<file path="config.mk">
export PLATFORM = sky130hd
export DESIGN_NAME = dsrr_div_cell
export DESIGN_NICKNAME = d
export VERILOG_FILES = /design/src/rtl/core/dsrr_pkg.sv /design/src/rtl/core/dsrr_div_cell.sv
export SDC_FILE = /design/constraint.sdc
export NUM_CORES = 1
export LEC_CHECK = 0
export BUFFER_PORTS_ARGS = -buffer_cell sky130_fd_sc_hd__buf_2
export CAP_MARGIN = 0
export CORE_UTILIZATION = 40
export DETAILED_ROUTE_END_ITERATION = 16
export PLACE_DENSITY_LB_ADDON = 0.3
export SLEW_MARGIN = 5
export SYNTH_ARGS = -nofsm -noshare
export SYNTH_HDL_FRONTEND = slang
export SYNTH_SLANG_ARGS = --single-unit
</file>
<file path="constraint.sdc">
create_clock -name clk -period 0.8 [get_ports clk]
set_input_delay 0.12 -clock clk [delete_from_list [all_inputs] [get_ports clk]]
set_output_delay 0.12 -clock clk [all_outputs]
set_load 0.02 [all_outputs]
</file>
<file path="src/rtl/core/dsrr_pkg.sv">
// ----------------------------------------------------------------------------
// dsrr_pkg
// Shared constants and types for the dehaze radiance recovery block.
// ----------------------------------------------------------------------------
`default_nettype none

package dsrr_pkg;

    localparam int FRAC_BITS = 16;
    localparam int PIX_W     = 8;
    localparam int TRANS_W   = 17;
    localparam int CH        = 3;
    localparam int NUM_W     = PIX_W + FRAC_BITS;   // |p - A| * 2^FRAC_BITS
    localparam int CFG_W     = 17;
    localparam int CFG_IDX_W = 3;

    localparam logic [CFG_IDX_W-1:0] CFG_ATMOS_BLUE  = 3'd0;
    localparam logic [CFG_IDX_W-1:0] CFG_ATMOS_GREEN = 3'd1;
    localparam logic [CFG_IDX_W-1:0] CFG_ATMOS_RED   = 3'd2;
    localparam logic [CFG_IDX_W-1:0] CFG_CEILING     = 3'd3;
    localparam logic [CFG_IDX_W-1:0] CFG_MIN_TRANS   = 3'd4;

    // one slot of the divider chain
    typedef struct packed {
        logic                               valid;
        logic [TRANS_W-1:0]                 trans;
        logic [CH-1:0][PIX_W-1:0]           pix;
        logic [CH-1:0]                      neg;
        logic [CH-1:0][NUM_W-1:0]           work;   // dividend out, quotient in
        logic [CH-1:0][TRANS_W-1:0]         rem;
    } slot_t;

endpackage

`default_nettype wire

</file>
<file path="src/rtl/core/dsrr_div_cell.sv">
// ----------------------------------------------------------------------------
// dsrr_div_cell
// One restoring-division step for all three channels, registered.
// ----------------------------------------------------------------------------
`default_nettype none

module dsrr_div_cell (
    input  wire logic           clk,
    input  wire logic           rst_n,
    input  wire logic           en,
    input  wire dsrr_pkg::slot_t d_in,
    output dsrr_pkg::slot_t     q_out
);

    dsrr_pkg::slot_t slot_reg;
    dsrr_pkg::slot_t slot_next;

    always_comb
    begin
        logic [dsrr_pkg::TRANS_W:0] trial;
        logic                       ge;
        slot_next = d_in;
        for (int c = 0; c < dsrr_pkg::CH; c++)
        begin
            trial = {d_in.rem[c], d_in.work[c][dsrr_pkg::NUM_W-1]};
            ge    = trial >= {1'b0, d_in.trans};
            slot_next.rem[c]  = ge ? dsrr_pkg::TRANS_W'(trial - {1'b0, d_in.trans})
                                   : dsrr_pkg::TRANS_W'(trial);
            slot_next.work[c] = {d_in.work[c][dsrr_pkg::NUM_W-2:0], ge};
        end
    end

    always_ff @(posedge clk or negedge rst_n)
    begin
        if (!rst_n)
        begin
            slot_reg <= '0;
        end
        else if (en)
        begin
            slot_reg <= slot_next;
        end
    end

    assign q_out = slot_reg;

endmodule

`default_nettype wire

</file>
==> impl_metrics.toml, run 1 <==
[die]
num_io_pins = 339
die_h_um = 153.7
fp-row-count = 55
coreArea_um2 = 22570
initial_core_util_pct = 40.78
die_w_um = 153.7
dieArea_um2 = 23620

[synthesis]
syn_area_um2 = 9205
synthMuxAreaShare_pct = 17.36
ys_ff_latch = 168
synth_fp_nets = 1063
synth-async-reset-ratio_pct = 100.0
synth_fa_ha_area_share_pct = 7.585
ys_types = 69
synthFlopType = "dfrtp_1"
synth_top_area_cell = "dfrtp_1"
postSynthAreaPerCell_um2 = 10.98
synth_seq_area_share_pct = 45.67
ys_top_cells_by_area = "dfrtp_1 46%, mux2_2 14%, ha_1 6.9%"
synth-simple-area-share_pct = 9.488
synth_top_family_by_area = "multiplexers"
ys_warn_count = 0
synth_compound_area_share_pct = 13.50
synth-edff-count = 0
synthCells = 838
synth_top_area_share_pct = 45.67
synth-xor-area-share_pct = 3.330

[worst_setup_path]
required_ps = 1100
path_max_fanout = 5
cp.arrival_ps = 2270
cp_top_family = "compound AO/OA/AOI/OAI gates"
crit_chain = "buf_6 -> clkinvlp_4 -> buf_6 -> ha_1 -> o21a_1 -> nor2_2 -> o31a_1 -> a21oi_4 -> or2_4 -> mux2i_1 -> a21oi_1"
max_stage_delay_ps = 340
critPathKind = "input port to flop"
end_kind = "flop"
cp_common_cell = "buf_6"
rrSetupSlack_ps = -330
crit_path_top_delay_cell = "o31a_1"
crit_path_start_kind = "input port"
cp_num_buf_inv = 3

[global_route]
overflow = 0
grt_max_degree = 53
grt_pass1_vias = 10600
grt_util_all_layers_pct = 31.63
grt_pass1_wl_um = 57360
antenna_found_initial = 6

[sta]
finalCritPeriodShare_pct = 246.4
max_clock_freq_ghz = 0.5073
min_period_ps = 1971
tightest_slew_ps = 509.8
rsz0062_at_grt = "true"
slew_viol_final = 0
hold_viol_final = 0
fin_worst_skew_ps = 0
setup_viol = 296
whs_ps = 13.63
worst_slack_ps = -1171
slew_headroom_pct = 65.78
fin_tns_setup_ps = -115630

[placement]
place_inst = 1627
place.gp.congestion = 0.8902
place_area_um2 = 13070
port_buffers = 338
dpl.hpwl_um = 23350

[pwr]
pwr-share-clk_pct = 26.6
p_comb_share_pct = 40.6
p_leak_nw = 8.616
p_sw_share_pct = 34.88
p_seq_share_pct = 32.8
internal_power_mw = 21.07
power_density_nw_per_um2 = 1815
power.ir.vdd_worst_uv = 1558
total_power_mw = 32.36
netSwitchingPower_mw = 11.29

[detailed_routing]
ant_nets = 0
route.detailed.drc = 0
finalWirelength_um = 41910
route.detailed.wl_per_inst_um = 21.92
vias = 10300
viasPerCell = 5.385
first_pass_iters = 5
drt_iter0_drc = 684

[outcome]
status = "finished, violations left"
violations = "negative setup slack"

[clock_tree]
numCtsBuffers = 17
clk_pin_slew_ps = 70
cts_tree = "done"
clk_path_buf_depth = 2
cts.sinks = 168
clock_latency_ps = 430
root_buffer = "clkbuf_16"
htreeDepth = 4

[layout]
fin_nets = 1835
area_growth_pct = 93.69
layout-drive-gt1-share_pct = 58.78
layoutNonFillerInstCount = 1912
finalInstanceArea_um2 = 17830
largest_reg_flops = 168
layout_common_cells = "246 x buf_4, 237 x buf_6, 159 x buf_2"
layout_commonest_cell = "buf_4"

[run]
cap_violations = 0

[hold_path]
hold_path.class = "input port to flop"
metrics by stage:
stage	setup slack (ps)	util [%]
3_3_place_gp	-1644	57.92
2_1_floorplan	-1450	-
4_1_cts	-1084	75.47
6_report	-1171	78.99
5_1_grt	-1270	78.98
3_5_place_dp	-1682	57.92
cells in the mapped netlist (all sizes together) (4+ instances only):
library cell,number
o21a,10
mux2i,28
clkbuf,23
a31oi,14
a21oi,62
xnor2,22
inv,34
nand2b,4
dfrtp,168
and3,6
o21bai,6
ha,51
nor3,5
nor2,71
mux2,117
o31ai,6
o21ai,38
nand4,8
a211oi,8
nand2,49
nor2b,10
or3,5
a21o,10
xor2,13
buf,7
nand3,10
final cells by class:
type	instances	area [um^2]
inverters	35	176.4
multi-input cells	608	5619
clock buffers	18	439.2
fillers	1332	4742
diodes	4	10.01
well taps	285	356.6
clock inverters	14	156.4
flip-flops and latches	168	4235
repair buffers	780	6837
worst reg2reg max path, stage by stage (launching register included):
cell,delay [ps]
dfrtp_1,410
buf_4,150
buf_4,130
nor2b_1,130
a41o_1,210
power by group through the flow:
stage / clock, mW / sequential (mW) / combinational [mW]
2_1_floorplan: 0 / 11.7 / 3.75
3_3_place_gp: 0 / 10.3 / 8.67
3_5_place_dp: 0 / 10.3 / 8.79
4_1_cts: 8.50 / 10.4 / 11.7
5_1_grt: 9.02 / 10.7 / 13.8
6_report: 8.60 / 10.6 / 13.1
cells by family after synthesis:
family,Yosys count
flip-flops,168
XOR/XNOR,35
buffers and inverters,65
AO/OA/AOI/OAI,186
adder cells (fa/ha/maj),54
AND/OR/NAND/NOR,185
multiplexers,145
final timing paths:
check	from	to	cells past startpoint
worst max-delay path	d_in[156]	q_out[46]	11
worst min-delay path	d_in[41]	q_out[42]	3
worst max register to register	q_out[14]	q_out[14]	4
worst min register to register	q_out[32]	q_out[32]	2
max in group asynchronous	rst_n	q_out[18]	4
min in group asynchronous	rst_n	q_out[59]	2
repair_timing:
item	CTS	global route
endpoints found under the hold margin	288	0
setup endpoints to repair	224	301
buffers inserted	81	62
cloned	3	0
resized for setup	446	114
hold buffers	121	0
pin swaps	57	36
metal layers:
layer | track usage (%) | part of all wire [%] | vias to the layer above
met3 | 6.285 | 7.0 | 195
met5 | 0 | 0.067 | -
met1 | 36.26 | 36 | 4984
li1 | - | - | 4575
met2 | 56.90 | 51 | 539
met4 | 14.05 | 6.1 | 4
Power figures use the tool's default switching activity.
==> run 2: changes to the inputs <==
--- a/config.mk
+++ b/config.mk
@@ -5,6 +5,7 @@
 export SDC_FILE = /design/constraint.sdc
 export NUM_CORES = 1
 export LEC_CHECK = 0
+export ABC_AREA = 1
 export BUFFER_PORTS_ARGS = -buffer_cell sky130_fd_sc_hd__buf_2
 export CAP_MARGIN = 0
 export CORE_UTILIZATION = 40
==> impl_metrics.toml, run 2 <==
[global_route]
grt_max_degree = 49
grt_pass1_vias = 12590
grt_util_all_layers_pct = 33.40
antenna_found_initial = 9
overflow = 0
grt_pass1_wl_um = 67820

[sta]
rsz0062_at_grt = "true"
tightest_slew_ps = 405.5
hold_viol_final = 0
finalCritPeriodShare_pct = 189.5
max_clock_freq_ghz = 0.6597
slew_headroom_pct = 72.97
setup_viol = 245
slew_viol_final = 0
fin_tns_setup_ps = -86630
worst_slack_ps = -715.8
fin_worst_skew_ps = 0
min_period_ps = 1516

[synthesis]
syn_area_um2 = 10480
synth_top_area_cell = "dfrtp_1"
synthTopCellsByCount = "750 x nand2_1, 184 x inv_1, 168 x dfrtp_1, 105 x nand3_1, 51 x ha_1"
synth-async-reset-ratio_pct = 100.0
synth_fp_nets = 1733
ys_types = 36
synth_seq_area_share_pct = 40.12
synthFlopType = "dfrtp_1"
ys_ff_latch = 168
ys_top_cells_by_area = "dfrtp_1 40%, nand2_1 27%, inv_1 6.6%"
postSynthAreaPerCell_um2 = 6.948
synth_top_area_share_pct = 40.12
synth-edff-count = 0
yosysMostFrequentCell = "nand2_1"
ys_warn_count = 0
synthCells = 1508

[worst_setup_path]
end_kind = "flop"
crit_start = "d_in[152]"
critPathKind = "input port to flop"
crit_path_start_kind = "input port"
path_max_fanout = 8
required_ps = 1120
worstReg2RegStart = "q_out[121]"
cp.arrival_ps = 1840

[die]
dieArea_um2 = 26850
initial_core_util_pct = 41.13
fp-row-count = 58
coreArea_um2 = 25470
die_w_um = 163.8
die_h_um = 163.8
num_io_pins = 339

[detailed_routing]
finalWirelength_um = 49860
vias = 13210
viasPerCell = 5.189
first_pass_iters = 7
route.detailed.drc = 0
ant_nets = 0
route.detailed.wl_per_inst_um = 19.58
drt_iter0_drc = 1249

[run]
cap_violations = 0

[layout]
finalInstanceArea_um2 = 19000
layout-drive-gt1-share_pct = 41.01
fin_nets = 2421
multi_input_area_um2 = 6678
fillers = 1669
layout_commonest_cell = "nand2_1"
area_growth_pct = 81.34
fin_util_pct = 74.59
layout_common_cells = "658 x nand2_1, 215 x buf_4, 204 x buf_6"
layoutNonFillerInstCount = 2546
largest_reg_flops = 168
regArea_um2 = 4207

[placement]
port_buffers = 338
dpl.hpwl_um = 27960
place_area_um2 = 13990
place_inst = 2276
pre_cts_ws_ps = -1209
place.gp.congestion = 0.9043

[pwr]
power.ir.vdd_worst_uv = 1239
power_density_nw_per_um2 = 1669
p_leak_nw = 10.25

[hold_path]
hold_start = "d_in[74]"
hold_path.class = "input port to flop"

[clock_tree]
root_buffer = "clkbuf_16"
clk_path_buf_depth = 2
clock_latency_ps = 430
cts_tree = "done"
clk_pin_slew_ps = 80
numCtsBuffers = 17
htreeDepth = 4
cts.sinks = 168

[outcome]
status = "finished, violations left"
violations = "negative setup slack"
## run 2: logic make-up (layout without fill, tap and decap cells)
group | Yosys count | count (layout) | synth area share, %
xor+xnor | 21 | 21 | 1.755
simple gates | 986 | 991 | 40.08
flops | 168 | 168 | 40.12
other cells | 0 | 7 | 0
compound gates | 47 | 47 | 2.293
fa+ha+maj | 54 | 54 | 6.663
buf+inv | 232 | 928 | 9.088
## run 2: worst paths after layout
check	end	slack, ps	cells after the start
max	q_out[23]	-720	15
min	q_out[0]	2	3
max reg2reg	q_out[121]	-160	4
min reg2reg	q_out[12]	500	2
max in group asynchronous	q_out[114]	150	3
min in group asynchronous	q_out[3]	130	2
## run 2: area by class of cell
type	instances	share of cell area [%]
inverter	186	4.011
tap	330	2.173
clock inverter	15	0.9417
antenna	7	0.09220
sequential	168	22.14
timing repair buffer	710	33.26
multi-input combinational	1113	35.15
clock buffer	17	2.239
## run 2: routing by layer
layer  global-route usage (%)  share of wire (%)  wire, um  up-vias
li1                         -                  -         -     6014
met1                    36.99                 36     17720     6169
met5                    1.326               0.30       149        -
met4                    22.18                7.6      3794       10
met2                    55.14                 46     22890      769
met3                    10.28                 11      5310      249
## run 2: power by group
part	internal, mW	switching (mW)
sequential	9.47	0.874
clock	4.24	4.27
combinational	6.18	6.67
## run 2: worst max-delay path, cell delays in order
cell and delay [ps]:
buf_6 70, clkinvlp_4 250, ha_4 410, nand2_4 60, nand2_4 70, nand3b_4 70
nand2_2 70, nand2_2 60, nand2_2 90, nand2_4 100, buf_8 170, nand2_8 120
nand2_2 60, nand3_2 70, nand2_1 50
## run 2: through the flow
step | hold WS, ps | power (mW)
final | 1.725 | 31.70
after global routing | -3.746 | 33.17
after CTS | 3.609 | 30.19
after detailed placement | 19.56 | 18.79
after global placement | 20.36 | 18.64
after floorplan | -175.6 | 15.08
## run 2: timing repair
item | CTS | global route
setup buffers | 66 | 69
resized for setup | 515 | 144
gates cloned | 7 | 1
hold buffers | 98 | 0
pin swaps | 72 | 99
setup endpoints to repair | 222 | 236
endpoints found under the hold margin | 265 | 0
==> run 3: changes to the inputs <==
--- a/config.mk
+++ b/config.mk
@@ -11,7 +11,8 @@
 export CORE_UTILIZATION = 40
 export DETAILED_ROUTE_END_ITERATION = 16
 export PLACE_DENSITY_LB_ADDON = 0.3
-export SLEW_MARGIN = 5
+export SLEW_MARGIN = 20
 export SYNTH_ARGS = -nofsm -noshare
 export SYNTH_HDL_FRONTEND = slang
 export SYNTH_SLANG_ARGS = --single-unit
+export TNS_END_PERCENT = 1
==> constraint.sdc (replaced) <==
create_clock -name clk -period 1.38 [get_ports clk]
set_input_delay 0.207 -clock clk [delete_from_list [all_inputs] [get_ports clk]]
set_output_delay 0.207 -clock clk [all_outputs]
set_load 0.02 [all_outputs]
==> impl_metrics.toml, run 3 (synthesis results as in run 2) <==
[layout]
fin_nets = 2318
largest_reg_flops = 168
layout-drive-gt1-share_pct = 32.53
area_growth_pct = 54.56
layout_commonest_cell = "nand2_1"
fin_util_pct = 63.58
layout_common_cells = "726 x nand2_1, 333 x buf_2, 168 x dfrtp_1"

[sta]
tightest_slew_ps = 534.6
setup_viol = 54
hold_viol_final = 0
slew_viol_final = 0
fin_worst_skew_ps = 0
slew_headroom_pct = 64.36
max_clock_freq_ghz = 0.6099
rsz0062_at_grt = "true"
finalCritPeriodShare_pct = 118.8
worst_slack_ps = -259.6
min_period_ps = 1640

[global_route]
grt_util_all_layers_pct = 28.34
overflow = 0
grt_max_degree = 78
grt_pass1_wl_um = 58510
antenna_found_initial = 4
grt_pass1_vias = 11460

[pwr]
total_power_mw = 16.21
power_density_nw_per_um2 = 1001
p_leak_nw = 9.222
power.ir.vdd_worst_uv = 627.3

[worst_setup_path]
cp_num_buf_inv = 5
path_max_fanout = 6
crit_path_top_delay_cell = "ha_4"
end_kind = "flop"
crit_start = "d_in[157]"
crit_chain = "buf_2 -> clkinvlp_4 -> buf_12 -> ha_4 -> nand2_4 -> nor2_4 -> buf_4 -> nand2_1 -> nand2_1 -> nand2_2 -> nand4_4 -> buf_6 -> nand2_1 -> nand3_2 -> nand2_1"
worstReg2RegStart = "q_out[156]"
cp_common_cell = "nand2_1"
max_stage_delay_ps = 280
cp.arrival_ps = 1970
critPathKind = "input port to flop"
crit_path_start_kind = "input port"
required_ps = 1710
cp_top_family = "simple AND/OR/NAND/NOR gates"

[die]
coreArea_um2 = 25470
die_w_um = 163.8
initial_core_util_pct = 41.13
num_io_pins = 339
dieArea_um2 = 26850
die_h_um = 163.8
fp-row-count = 58

[detailed_routing]
finalWirelength_um = 38340
ant_nets = 0
route.detailed.drc = 0
drt_iter0_drc = 927
first_pass_iters = 5
route.detailed.wl_per_inst_um = 15.72
viasPerCell = 4.860
vias = 11850

[clock_tree]
clock_latency_ps = 420
clk_path_buf_depth = 2
clk_pin_slew_ps = 80
root_buffer = "clkbuf_16"
numCtsBuffers = 17
htreeDepth = 4
cts.sinks = 168
cts_tree = "done"

[hold_path]
hold_start = "d_in[130]"
hold_path.class = "input port to flop"

[outcome]
violations = "negative setup slack"
status = "finished, violations left"

[placement]
port_buffers = 338
dpl.hpwl_um = 26450
place.gp.congestion = 0.9055

[run]
cap_violations = 0
==> run 3: changes by cell type in the layout (fill, tap and decap cells not counted), sizes merged <==
cell,before,now
buf,612,514
diode,7,3
nand2,770,766
inv,188,185
clkinvlp,5,7
clkbuf,17,18
dlymetal6s4s,1,0
==> run 3: cell type report <==
type / instances / area [um^2]
fillers: 2163 / 9278
repair buffers: 611 / 4322
flip-flops and latches: 168 / 4204
well taps: 330 / 412.9
multi-input cells: 1109 / 5907
clock buffers: 18 / 439.2
diodes: 3 / 7.507
clock inverters: 14 / 155.1
inverters: 186 / 747.0
==> run 3: repair_timing <==
action,CTS,global route
cloned,5,0
gates resized for setup,87,44
setup buffers,16,2
hold buffers,97,0
setup endpoints to repair,54,54
pin swaps,42,24
endpoints found under the hold margin,250,0
==> run 3: final timing paths <==
path	end	slack (ps)	depth (start not counted)
worst max-delay path	q_out[36]	-260	15
worst max register to register	q_out[156]	690	2
min in group asynchronous	q_out[164]	210	2
worst min-delay path	q_out[130]	30	3
max in group asynchronous	q_out[85]	610	3
worst min register to register	q_out[115]	470	2
==> run 3: per-stage QoR <==
stage / hold slack [ps] / instance area, um^2 / worst slack [ps] / TNS [ps] / cells
6_report: 32.18 / 16190 / -259.6 / -9248 / 2439
5_1_grt: 29.85 / 16190 / -322.5 / -14180 / 2437
4_1_cts: 7.707 / 15970 / -177.1 / -7893 / 2434
2_1_floorplan: -88.59 / 10540 / -431.5 / -18360 / 1508
3_5_place_dp: 105.8 / 13770 / -837.5 / -38400 / 2284
3_3_place_gp: 106.3 / 13770 / -785.7 / -36290 / 2284
==> run 3: per-layer routing <==
layer  up-vias  track usage [%]  share of wire (%)  routed length [um]
li1       5809                -                  -                   -
met1      5446            34.57                 41               15580
met2       478            47.03                 47               17950
met3       116            5.934                7.6                2923
met4         4            14.86                4.9                1864
met5         -                0              0.070                  27
==> run 3: power by group <==
part | total [mW] | switching, mW | internal, mW
clock | 4.82 | 2.35 | 2.47
combinational | 5.58 | 3.28 | 2.30
sequential | 5.80 | 0.318 | 5.49
==> run 3: worst reg2reg max path, stage by stage (launching register included) <==
cell and delay [ps]:
dfrtp_1 420, nand2_1 80, o21ai_0 70
